File: config.mk
export PLATFORM = sky130hd
export DESIGN_NAME = multi_channel_reload_timer_bank
export DESIGN_NICKNAME = d
export VERILOG_FILES = /design/src/hw/rtl/mcrt_pkg.sv /design/src/hw/rtl/mcrt_datapath.sv /design/src/hw/rtl/mcrt_ctrl.sv /design/src/hw/rtl/multi_channel_reload_timer_bank.sv
export SDC_FILE = /design/constraint.sdc
export NUM_CORES = 1
export LEC_CHECK = 0
export ABC_AREA = 1
export BUFFER_PORTS_ARGS = -buffer_cell sky130_fd_sc_hd__buf_2
export CELL_PAD_IN_SITES_DETAIL_PLACEMENT = 1
export CELL_PAD_IN_SITES_GLOBAL_PLACEMENT = 1
export CORE_ASPECT_RATIO = 1.1
export CORE_MARGIN = 10
export CORE_UTILIZATION = 45
export CTS_BUF_LIST = sky130_fd_sc_hd__clkbuf_16
export CTS_CLUSTER_SIZE = 28
export DETAILED_ROUTE_END_ITERATION = 16
export GPL_TIMING_DRIVEN = 0
export PLACE_DENSITY = 0.9
export RECOVER_POWER = 25
export SLEW_MARGIN = 20
export SYNTH_ARGS = -nofsm -noshare
export SYNTH_HDL_FRONTEND = slang
export SYNTH_SLANG_ARGS = --single-unit
File: constraint.sdc
create_clock -name clk -period 4.6 [get_ports clk]
set_input_delay 0.23 -clock clk [delete_from_list [all_inputs] [get_ports clk]]
set_output_delay 0.23 -clock clk [all_outputs]
set_load 0.005 [all_outputs]
File: src/hw/rtl/mcrt_pkg.sv
// ----------------------------------------------------------------------------
// mcrt_pkg
// Shared types and constants of the reload timer bank.
// ----------------------------------------------------------------------------
package mcrt_pkg;

    localparam int CMD_W    = 4;
    localparam int CH_W     = 4;
    localparam int TICKS_W  = 16;
    localparam int ACTIVE_W = 5;
    localparam int MASK_W   = 16;
    localparam int CNT_W    = 6;   // holds channel counts up to 63
    localparam int IDXF_W   = 5;   // channel index field, up to 32 channels
    localparam int PADDR_W  = 3;
    localparam int PDATA_W  = 32;

    localparam logic [CMD_W-1:0] CMD_TICK        = 4'd0;
    localparam logic [CMD_W-1:0] CMD_START       = 4'd1;
    localparam logic [CMD_W-1:0] CMD_START_ALL   = 4'd2;
    localparam logic [CMD_W-1:0] CMD_RESTART     = 4'd3;
    localparam logic [CMD_W-1:0] CMD_RESTART_ALL = 4'd4;
    localparam logic [CMD_W-1:0] CMD_PAUSE       = 4'd5;
    localparam logic [CMD_W-1:0] CMD_PAUSE_ALL   = 4'd6;
    localparam logic [CMD_W-1:0] CMD_STOP        = 4'd7;
    localparam logic [CMD_W-1:0] CMD_STOP_ALL    = 4'd8;

    localparam logic REG_RELOAD_TICKS    = 1'b0;
    localparam logic REG_ACTIVE_CHANNELS = 1'b1;

    localparam logic [TICKS_W-1:0]  RELOAD_RESET = 16'h0001;
    localparam logic [ACTIVE_W-1:0] ACTIVE_RESET = 5'd0;

    typedef enum logic [1:0] {
        ST_IDLE,
        ST_WALK,
        ST_FINISH
    } state_t;

    typedef enum logic [2:0] {
        OP_TICK,
        OP_START,
        OP_RELOAD,
        OP_CLEAR,
        OP_STOP
    } op_t;

    typedef struct packed {
        logic              step;
        logic              clear_mask;
        logic              load_out;
        op_t               op;
        logic [IDXF_W-1:0] idx;
    } dp_cmd_t;

endpackage

File: src/hw/rtl/mcrt_datapath.sv
// ----------------------------------------------------------------------------
// mcrt_datapath
// Channel counter store, run bits, timeout mask and output payload register.
// One channel is updated per step.
// ----------------------------------------------------------------------------
module mcrt_datapath
    import mcrt_pkg::*;
#(
    parameter int NUM_CHANNELS = 16
) (
    input  logic               clk,
    input  logic               rst_n,
    input  dp_cmd_t            dp_cmd,
    input  logic [TICKS_W-1:0] reload_ticks,
    output logic [MASK_W-1:0]  timeout_mask,
    output logic               any_timeout
);

    localparam int IDX_W = (NUM_CHANNELS > 1) ? $clog2(NUM_CHANNELS) : 1;

    logic [TICKS_W-1:0]      cnt_reg [NUM_CHANNELS];
    logic [NUM_CHANNELS-1:0] run_reg;
    logic [MASK_W-1:0]       mask_reg;
    logic [MASK_W-1:0]       mask_next;
    logic [MASK_W-1:0]       tmask_reg;
    logic                    any_reg;

    logic [IDX_W-1:0]   idx;
    logic [TICKS_W-1:0] cur;
    logic [TICKS_W-1:0] dec;
    logic [TICKS_W-1:0] cnt_next;
    logic               run_next;
    logic               hit;

    assign idx = dp_cmd.idx[IDX_W-1:0];
    assign cur = cnt_reg[idx];
    assign dec = cur - 16'd1;

    always_comb
    begin
        cnt_next = cur;
        run_next = run_reg[idx];
        hit      = 1'b0;
        unique case (dp_cmd.op)
            OP_TICK:
            begin
                if (run_reg[idx] && (cur != '0))
                begin
                    if (dec == '0)
                    begin
                        hit      = 1'b1;
                        cnt_next = reload_ticks;
                    end
                    else
                    begin
                        cnt_next = dec;
                    end
                end
            end
            OP_START:
            begin
                cnt_next = reload_ticks;
                run_next = 1'b1;
            end
            OP_RELOAD:
            begin
                cnt_next = reload_ticks;
            end
            OP_CLEAR:
            begin
                cnt_next = '0;
            end
            OP_STOP:
            begin
                cnt_next = '0;
                run_next = 1'b0;
            end
            default:
            begin
                cnt_next = cur;
            end
        endcase
    end

    // channels above the mask width count but never show in the mask
    always_comb
    begin
        mask_next = mask_reg;
        if (dp_cmd.clear_mask)
        begin
            mask_next = '0;
        end
        else if (dp_cmd.step && hit)
        begin
            for (int j = 0; j < MASK_W; j++)
            begin
                if ({{(CNT_W-IDXF_W){1'b0}}, dp_cmd.idx} == CNT_W'(j))
                begin
                    mask_next[j] = 1'b1;
                end
            end
        end
    end

    always_ff @(posedge clk or negedge rst_n)
    begin
        if (!rst_n)
        begin
            for (int i = 0; i < NUM_CHANNELS; i++)
            begin
                cnt_reg[i] <= '0;
            end
            run_reg  <= '0;
            mask_reg <= '0;
        end
        else
        begin
            if (dp_cmd.step)
            begin
                cnt_reg[idx] <= cnt_next;
                run_reg[idx] <= run_next;
            end
            mask_reg <= mask_next;
        end
    end

    always_ff @(posedge clk)
    begin
        if (dp_cmd.load_out)
        begin
            tmask_reg <= mask_reg;
            any_reg   <= |mask_reg;
        end
    end

    assign timeout_mask = tmask_reg;
    assign any_timeout  = any_reg;

endmodule

File: src/hw/rtl/mcrt_ctrl.sv
// ----------------------------------------------------------------------------
// mcrt_ctrl
// Command sequencer: accepts a transaction, walks the channels it covers one
// per cycle, then hands the result to the output register.
// ----------------------------------------------------------------------------
module mcrt_ctrl
    import mcrt_pkg::*;
#(
    parameter int NUM_CHANNELS = 16
) (
    input  logic                clk,
    input  logic                rst_n,
    input  logic                in_valid,
    output logic                in_ready,
    input  logic [CMD_W-1:0]    cmd,
    input  logic [CH_W-1:0]     channel,
    output logic                out_valid,
    input  logic                out_ready,
    input  logic [ACTIVE_W-1:0] active_channels,
    output dp_cmd_t             dp_cmd
);

    localparam logic [CNT_W-1:0] NUM_C = CNT_W'(NUM_CHANNELS);

    state_t             state_reg;
    state_t             state_next;
    logic [CMD_W-1:0]   cmd_reg;
    logic [CH_W-1:0]    ch_reg;
    logic [CNT_W-1:0]   idx_cnt_reg;
    logic [CNT_W-1:0]   idx_cnt_next;
    logic               out_valid_reg;
    logic               out_valid_next;

    logic [CNT_W-1:0]   active_ext;
    logic [CNT_W-1:0]   ch_ext;
    logic [CNT_W-1:0]   lim;
    logic [CNT_W-1:0]   len;
    logic               ch_ok;
    logic               all_cmd;
    op_t                op;
    logic               accept;

    assign active_ext = {{(CNT_W-ACTIVE_W){1'b0}}, active_channels};
    assign ch_ext     = {{(CNT_W-CH_W){1'b0}}, ch_reg};
    assign lim        = (active_ext > NUM_C) ? NUM_C : active_ext;
    assign ch_ok      = ch_ext < NUM_C;
    assign in_ready   = (state_reg == ST_IDLE);
    assign accept     = in_valid && in_ready;
    assign out_valid  = out_valid_reg;

    always_comb
    begin
        op      = OP_TICK;
        all_cmd = 1'b1;
        len     = '0;
        unique case (cmd_reg)
            CMD_TICK:        begin op = OP_TICK;   len = lim; end
            CMD_START:       begin op = OP_START;  all_cmd = 1'b0; len = CNT_W'(ch_ok); end
            CMD_START_ALL:   begin op = OP_START;  len = lim; end
            CMD_RESTART:     begin op = OP_RELOAD; all_cmd = 1'b0; len = CNT_W'(ch_ok); end
            CMD_RESTART_ALL: begin op = OP_RELOAD; len = lim; end
            CMD_PAUSE:       begin op = OP_CLEAR;  all_cmd = 1'b0; len = CNT_W'(ch_ok); end
            CMD_PAUSE_ALL:   begin op = OP_CLEAR;  len = lim; end
            CMD_STOP:        begin op = OP_STOP;   all_cmd = 1'b0; len = CNT_W'(ch_ok); end
            CMD_STOP_ALL:    begin op = OP_STOP;   len = NUM_C; end
            default:         begin op = OP_TICK;   len = '0; end
        endcase
    end

    always_comb
    begin
        state_next        = state_reg;
        idx_cnt_next      = idx_cnt_reg;
        out_valid_next    = out_valid_reg;
        dp_cmd.step       = 1'b0;
        dp_cmd.clear_mask = 1'b0;
        dp_cmd.load_out   = 1'b0;
        dp_cmd.op         = op;
        dp_cmd.idx        = all_cmd ? idx_cnt_reg[IDXF_W-1:0] : ch_ext[IDXF_W-1:0];

        if (out_valid_reg && out_ready)
        begin
            out_valid_next = 1'b0;
        end

        unique case (state_reg)
            ST_IDLE:
            begin
                if (accept)
                begin
                    dp_cmd.clear_mask = 1'b1;
                    idx_cnt_next      = '0;
                    state_next        = ST_WALK;
                end
            end
            ST_WALK:
            begin
                if (idx_cnt_reg < len)
                begin
                    dp_cmd.step  = 1'b1;
                    idx_cnt_next = idx_cnt_reg + 1'b1;
                end
                else
                begin
                    state_next = ST_FINISH;
                end
            end
            ST_FINISH:
            begin
                if (!out_valid_reg || out_ready)
                begin
                    dp_cmd.load_out = 1'b1;
                    out_valid_next  = 1'b1;
                    state_next      = ST_IDLE;
                end
            end
            default:
            begin
                state_next = ST_IDLE;
            end
        endcase
    end

    always_ff @(posedge clk or negedge rst_n)
    begin
        if (!rst_n)
        begin
            state_reg     <= ST_IDLE;
            idx_cnt_reg   <= '0;
            out_valid_reg <= 1'b0;
        end
        else
        begin
            state_reg     <= state_next;
            idx_cnt_reg   <= idx_cnt_next;
            out_valid_reg <= out_valid_next;
        end
    end

    always_ff @(posedge clk)
    begin
        if (accept)
        begin
            cmd_reg <= cmd;
            ch_reg  <= channel;
        end
    end

    a_walk_bound: assert property (@(posedge clk) disable iff (!rst_n)
        idx_cnt_reg <= NUM_C)
        else $error("walk index beyond channel count");

    a_step_in_range: assert property (@(posedge clk) disable iff (!rst_n)
        dp_cmd.step |-> ({{(CNT_W-IDXF_W){1'b0}}, dp_cmd.idx} < NUM_C))
        else $error("counter step outside the bank");

    a_accept_walk: assert property (@(posedge clk) disable iff (!rst_n)
        accept |=> (state_reg == ST_WALK) && (idx_cnt_reg == '0))
        else $error("accepted transaction did not start a walk");

    a_load_valid: assert property (@(posedge clk) disable iff (!rst_n)
        dp_cmd.load_out |=> out_valid_reg)
        else $error("result loaded without valid");

    a_no_overwrite: assert property (@(posedge clk) disable iff (!rst_n)
        dp_cmd.load_out |-> (!out_valid_reg || out_ready))
        else $error("pending result overwritten");

endmodule

File: src/hw/rtl/multi_channel_reload_timer_bank.sv
// ----------------------------------------------------------------------------
// multi_channel_reload_timer_bank
// Bank of auto-reload countdown timers with an APB register port.
// ----------------------------------------------------------------------------
// Each transaction returns one result. The counter store has a single update
// port and the sequencer visits one channel per cycle. A transaction covers as
// many channels as the active channel count (capped at NUM_CHANNELS) for tick,
// start all, restart all and pause all, NUM_CHANNELS for stop all, one for a
// single-channel command on a valid channel and none otherwise. A new
// transaction is taken only after the previous result has moved into the
// output register. Registers: reload_ticks at 0x0, active_channels at 0x4;
// write them only while the bank is idle.
// ----------------------------------------------------------------------------
module multi_channel_reload_timer_bank
    import mcrt_pkg::*;
#(
    parameter int NUM_CHANNELS = 16
) (
    input  logic               clk,
    input  logic               rst_n,
    input  logic               in_valid,
    output logic               in_ready,
    input  logic [CMD_W-1:0]   cmd,
    input  logic [CH_W-1:0]    channel,
    output logic               out_valid,
    input  logic               out_ready,
    output logic [MASK_W-1:0]  timeout_mask,
    output logic               any_timeout,
    input  logic               psel,
    input  logic               penable,
    input  logic               pwrite,
    input  logic [PADDR_W-1:0] paddr,
    input  logic [PDATA_W-1:0] pwdata,
    output logic [PDATA_W-1:0] prdata,
    output logic               pready
);

    logic [TICKS_W-1:0]  reload_ticks_reg;
    logic [ACTIVE_W-1:0] active_channels_reg;
    logic                cfg_wr;
    logic                reg_sel;
    dp_cmd_t             dp_cmd;

    assign pready  = 1'b1;
    assign cfg_wr  = psel && penable && pwrite && pready;
    assign reg_sel = paddr[2];

    always_ff @(posedge clk or negedge rst_n)
    begin
        if (!rst_n)
        begin
            reload_ticks_reg    <= RELOAD_RESET;
            active_channels_reg <= ACTIVE_RESET;
        end
        else if (cfg_wr)
        begin
            if (reg_sel == REG_RELOAD_TICKS)
            begin
                reload_ticks_reg <= pwdata[TICKS_W-1:0];
            end
            else
            begin
                active_channels_reg <= pwdata[ACTIVE_W-1:0];
            end
        end
    end

    always_comb
    begin
        if (reg_sel == REG_ACTIVE_CHANNELS)
        begin
            prdata = {{(PDATA_W-ACTIVE_W){1'b0}}, active_channels_reg};
        end
        else
        begin
            prdata = {{(PDATA_W-TICKS_W){1'b0}}, reload_ticks_reg};
        end
    end

    mcrt_ctrl #(
        .NUM_CHANNELS (NUM_CHANNELS)
    ) u_ctrl (
        .clk             (clk),
        .rst_n           (rst_n),
        .in_valid        (in_valid),
        .in_ready        (in_ready),
        .cmd             (cmd),
        .channel         (channel),
        .out_valid       (out_valid),
        .out_ready       (out_ready),
        .active_channels (active_channels_reg),
        .dp_cmd          (dp_cmd)
    );

    mcrt_datapath #(
        .NUM_CHANNELS (NUM_CHANNELS)
    ) u_datapath (
        .clk          (clk),
        .rst_n        (rst_n),
        .dp_cmd       (dp_cmd),
        .reload_ticks (reload_ticks_reg),
        .timeout_mask (timeout_mask),
        .any_timeout  (any_timeout)
    );

endmodule
; ---- Word-level counts from Yosys, hierarchy flattened
; Cells that the tools add are included.
[totals]
register_bits = 343
latchBits = 0
mem_bits_rw = 0
rom_bits = 0
input_bits = 50
out_inout_bits = 52
wordCells = 206
memories = 0
[op_classes]
n_addsub = 2
multipliers = 0
div = 0
n_lt_le_gt_ge = 7
n_eq_ne = 33
n_shift = 0
mux = 57
n_bitwise = 2
reduce_logical = 63
[ops]
columns = cell, count
row1 = 256-bit bitwise mux, 1
row2 = 16-bit 2-to-1 mux, 8
row3 = 16-bit binary-select mux with 4-bit select, 1
row4 = 16-bit demux with 4-bit select, 1
row5 = 16-bit case mux with 3 select lines, 1
row6 = 5-bit by 4-bit == test with 1-bit output (second input constant), 8
row7 = 2-bit AND reduction, 18
row8 = 2-bit nonzero test, 18
row9 = 1-bit 2-to-1 mux, 30
row10 = 5-bit by 3-bit == test with 1-bit output (second input constant), 4
row11 = 6-bit case mux with 3 select lines, 1
row12 = 16-bit bitwise mux, 1
row13 = 4-bit by 3-bit == test with 1-bit output (second input constant), 4
row14 = 16-bit zero test, 1
row15 = 16-bit nonzero test, 1
row16 = 16-bit OR reduction, 1
row17 = 16-bit by 1-bit subtractor with 16-bit output (second input constant), 1
row18 = 6-bit 2-to-1 mux, 2
row19 = 3-bit case mux with 4 select lines, 1
row20 = 6-bit case mux with 2 select lines, 1
row21 = 2-bit OR reduction, 6
row22 = 5-bit by 2-bit == test with 1-bit output (second input constant), 2
row23 = 4-bit by 5-bit less-than comparator with 1-bit output (second input constant), 2
row24 = 5-bit 2-to-1 mux, 2
row25 = other kinds (33), 48

; ---- Logic depth before layout (Yosys ltp)
[logic_depth]
ltp_word = 15
mapped_depth = 30

; ---- Hierarchy
; From an unflattened synthesis, not the netlist that was laid out.
[hier_totals]
cells_unflattened = 2515
hier_area_um2 = 17902.2
[by_module_without_submodules]
columns = module, n_inst, cells_each, area_per_inst_um2
row1 = mcrt_datapath, 1, 2236, 15637.5
row2 = multi_channel_reload_timer_bank, 1, 153, 1199.9
row3 = mcrt_ctrl, 1, 126, 1064.8

; ---- Worst setup path before layout
; OpenSTA, ideal clock, no wires.
[synth_path]
path_type = reg2reg
startpoint = register u_ctrl.cmd_reg[3]
endpoint = register u_datapath.cnt_reg[192] (netlist bit)
setup_time_ns = 0.117
arrival_ns = 3.153
setup_slack_ns = 1.330
path_stages_with_launch = 28
path_buffers = 2
synth_period_minus_slack_ns = 3.270
cell_sequence = edfxtp_1 > inv_4 > nand2_8 > nand2_2 > nand2_4 > buf_2 > nand2_1 > nand2_1 > nand2_1 > nand2_1 > nand2_1 > nand2_1 > nor2_2 > ha_1 > nand2_1 > nor2_2 > nand2_1 > nand2_1 > nand2_1 > nor3_2 > nand3_2 > nand2_1 > nand3_1 > nand2_1 > o21ai_2 > buf_4 > nand2_1 > nand2_1
[synth_between]
elab_chain_cells = 13
[synth_lines]
columns = item, line_no
row1 = "start, declared", mcrt_ctrl.sv:27  ; logic [CMD_W-1:0] cmd_reg;
row2 = "start signal, assigned", mcrt_ctrl.sv:144  ; cmd_reg <= cmd;
row3 = "4-bit by 1-bit == test with 1-bit output, or another cell as far along", mcrt_ctrl.sv:56  ; unique case (cmd_reg)
row4 = 4-bit OR reduction (no source line), -
row5 = 5-bit 2-to-1 mux, mcrt_ctrl.sv:79  ; dp_cmd.idx = all_cmd ? idx_cnt_reg[IDXF_W-1:0] : ch_ext[IDXF_W-1:0];
row6 = 4-bit NOT with 5-bit output (implied by the code), "mcrt_datapath.sv:36, mcrt_datapath.sv:120"
row7 = 16-bit binary-select mux with 4-bit select, mcrt_datapath.sv:36  ; assign cur = cnt_reg[idx];
row8 = 16-bit 2-to-1 mux (implied by the code) (2 in a row), mcrt_datapath.sv:36
row9 = 16-bit by 1-bit subtractor with 16-bit output, mcrt_datapath.sv:37  ; assign dec = cur - 16'd1;
row10 = 16-bit zero test, mcrt_datapath.sv:49  ; if (dec == '0)
row11 = 16-bit 2-to-1 mux, mcrt_datapath.sv:49
row12 = 16-bit 2-to-1 mux, mcrt_datapath.sv:47  ; if (run_reg[idx] && (cur != '0))
row13 = 16-bit case mux with 3 select lines, mcrt_datapath.sv:44  ; unique case (dp_cmd.op)
row14 = 256-bit bitwise mux, mcrt_datapath.sv:120  ; cnt_reg[idx] <= cnt_next;
row15 = "end signal, assigned by index", mcrt_datapath.sv:120
row16 = "end, declared", mcrt_datapath.sv:21  ; logic [TICKS_W-1:0] cnt_reg [NUM_CHANNELS];
; Several ways; a longest one is shown, not always the timed one. The select of a mux whose other input is x is not followed.
; A chain may end at the register's enable or synchronous reset.

; ---- Final worst setup path
[layout_path]
startpoint = register u_ctrl.cmd_reg[3]
endpoint = register u_datapath.cnt_reg[31] (netlist bit)
; Same word-level chain as after synthesis.

==> results.ini <==
[outcome]
status=finished, violations left
violations=capacitance limit, slew limit

[setup_path]
rr_endpoint=u_datapath.cnt_reg[31]
crit_required_ps=5040
cp-startpoint=u_ctrl.cmd_reg[3]
setup.worst_path.start_class=flop
worstPathCellList=inv_4 -> nand2_8 -> o21ai_4 -> inv_4 -> buf_2 -> nand2_1 -> nand2_1 -> nand2_1 -> nand2_1 -> nor2_2 -> nand2_1 -> nor2_1 -> nand2_1 -> nor4_4 -> nor2_2 -> inv_4 -> buf_4 -> a21oi_1 -> o21ai_1 -> nand2_4 -> buf_6 -> nand2_1 -> nand2_1
slowest_delay_ps=500
cpMostUsedCell=nand2_1
r2r_setup_slack_ps=150
reg2reg_from=u_ctrl.cmd_reg[3]
crit_path_top_delay_cell=edfxtp_1
cp_data_arrival_time_ps=4890
path_max_fanout=10
worstSetupEndpointType=flop
reg2reg_depth=23
worstSetupPathType=reg -> reg
endpoint=u_datapath.cnt_reg[31]

[timing]
setup_viol=0
max_freq_mhz=225
hold_violations=0
period_minus_slack_ps=4450
fin_crit_sh_pct=96.7
clock_skew_ps=30.2
slew_violations=228
setup_slack_ps=151
tightestPinTransition_ps=2140
slew_headroom_pct=-42.7

[finish]
nets=2689
syn_to_final_growth_pct=15.8
drive_gt1_share_pct=11.8
fin_area_mm2=0.0205
fillers=4965
multi_input_area_mm2=0.00808
largest_reg_flops=256
regArea_mm2=0.00871
post-route-util_pct=52.5
n_antenna_cell=0

[yosys]
synth_edf_count=25
yosysSeqAreaShare_pct=49.2
yosys_warnings=0
synthArstFlopShare_pct=92.7
ys_seq_elements=343
synth_cells=2473
synth_flop_cell=dfrtp_1
syn-cell-area_mm2=0.0177
synth_cell_types=43
syn_avg_cell_area_um2=7.16

[detailed_routing]
via_count=17541
finalWirelength_um=67300
drc=0
initialDrtViolationCount=1386
wl_per_cell_um=21.2
routed_via_density=5.53
dr.pass1.iters=5
antenna_left=0

[clocking]
clkTransAtPathRegs_ps=70
clk_latency_ps=570
cts_made_buffers=39
cts_tree=yes
root_buffer=clkbuf_16
clock_path_buffers=3
clkSinkCount=343
h-tree-depth=2

[global_routing]
grt_pass1_wl_um=105000
grt_overflow=0
grt_pass1_vias=18786
grt_max_degree=96
track_usage_pct=27.2
antenna_found_initial=0

[floorplan]
start_util_pct=45.3
die_w_um=209
pin_count=102
rows=76
core-area_mm2=0.0391
die_height_um=228
die_area_mm2=0.0477

[place]
gp_congestion=0.952
pre_cts_ws_ps=-5.23
place_area_mm2=0.0189
port_buffers=66
dp_hpwl_um=45500

[power_and_ir_drop]
p_leak_nw=11.5
power_density_mw_per_mm2=636
ir_worst_vdd_mv=0.495

[flow_run]
max_cap_violations=3

[worst_hold_path]
holdCritPathClass=in -> reg

through the flow:
step | instances | setup TNS, ps | power [W] | hold slack [ps]
finish | 3170 | 0 | 0.0131 | 307
floorplan | 2488 | 0 | 0.00762 | -65.6
CTS | 3165 | 0 | 0.0127 | 196
global placement | 3061 | -921450 | 0.00929 | 407
global route | 3170 | -1110 | 0.0137 | 318
detailed placement | 3067 | -17.2 | 0.00959 | 272
routing by layer:
layer  global-route usage, %  vias up  wire length, um
met5                       0        -                0
met4                    11.7        0             2890
met3                    3.57      203             3620
met2                    47.6      655            33800
met1                    32.8     8808            26900
li1                        -     7875                -
synthesized netlist by cell type (all sizes together), types with 7 or more instances:
| master | number | area (um2) |
|---|---|---|
| a21oi | 33 | 165 |
| a22oi | 9 | 67.6 |
| buf | 95 | 637 |
| clkbuf | 32 | 120 |
| dfrtp | 317 | 7930 |
| edfxtp | 25 | 751 |
| ha | 7 | 87.6 |
| inv | 100 | 380 |
| nand2 | 1541 | 5850 |
| nand3 | 68 | 360 |
| nand4 | 12 | 75.1 |
| nor2 | 106 | 498 |
| nor3 | 20 | 120 |
| nor4 | 7 | 50.1 |
| o21a | 17 | 128 |
| o21ai | 62 | 344 |
| o22ai | 7 | 43.8 |
how the worst min path moves through the flow:
stage / from / end / cells after the start
4_1_cts: paddr[2] / reload_ticks_reg[15] / 5
5_1_grt: paddr[2] / reload_ticks_reg[5] / 5
3_3_place_gp: channel[2] / u_ctrl.ch_reg[2] / 1
2_1_floorplan: rst_n / active_channels_reg[0] / 0
3_5_place_dp: rst_n / u_datapath.mask_reg[3] / 1
6_report: in_valid / u_datapath.mask_reg[13] / 4
final cells by class:
class | instances | area share, %
sequential | 343 | 42.5
multi-input combinational | 1913 | 39.4
clock buffer | 40 | 4.88
buffer | 124 | 3.73
timing repair buffer | 106 | 3.45
tap | 507 | 3.09
inverter | 105 | 1.99
clock inverter | 32 | 1.01
cells in the final DEF (no fill, tap or decap), types with 7 or more instances in the layout:
cell type,Yosys,routed
o21a_1,17,17
clkbuf_16,0,40
clkinv_2,0,7
conb_1,2,17
dlygate4sd3_1,0,26
buf_2,41,96
buf_6,10,12
buf_4,41,51
nor2_2,13,12
clkinv_1,5,17
edfxtp_1,25,25
o21ai_2,6,8
nand2_1,1522,1522
nor3_2,4,17
nand4_1,12,12
o22ai_1,7,7
nor2_4,9,17
nor2_1,84,77
nand3_1,64,64
clkbuf_1,32,35
o21ai_1,15,13
nand2_2,17,12
a22oi_1,9,9
o21ai_0,40,40
a21oi_1,33,32
inv_1,92,98
dfrtp_1,317,317
logic make-up (layout without fill, tap and decap cells):
family / Yosys count / count (layout) / synth area share [%]
AND/OR/NAND/NOR: 1755 / 1755 / 39.3
flip-flops: 343 / 343 / 49.2
buffers and inverters: 232 / 407 / 6.53
AO/OA/AOI/OAI: 133 / 133 / 4.45
adder cells (fa/ha/maj): 7 / 7 / 0.494
other: 2 / 17 / 0.0424
XOR/XNOR: 1 / 1 / 0.0494
what timing repair did:
| item | in CTS | in global routing |
|---|---|---|
| setup endpoints to repair | 25 | 250 |
| resized for setup | 2 | 36 |
| endpoints found under the hold margin | 110 | 0 |
| pin swaps | 0 | 4 |
| hold buffers | 26 | 0 |
| buffers inserted | 0 | 8 |
critical path: cells and delay by family (launching register included):
kind,cells,cell delay [ps]
and+or+nand+nor,14,2030
buffers and inverters,6,1080
DFF,1,500
AOI/OAI and AO/OA,3,680
report_power, final:
part	internal [W]	total, W	switching, W	leakage [nW]
logic	0.00160	0.00588	0.00428	6.31
clock network	0.00165	0.00302	0.00137	0.614
registers	0.00373	0.00415	0.000420	4.57
total	0.00698	0.0131	0.00607	11.5
Note: power is estimated with default switching activity, not from simulation.
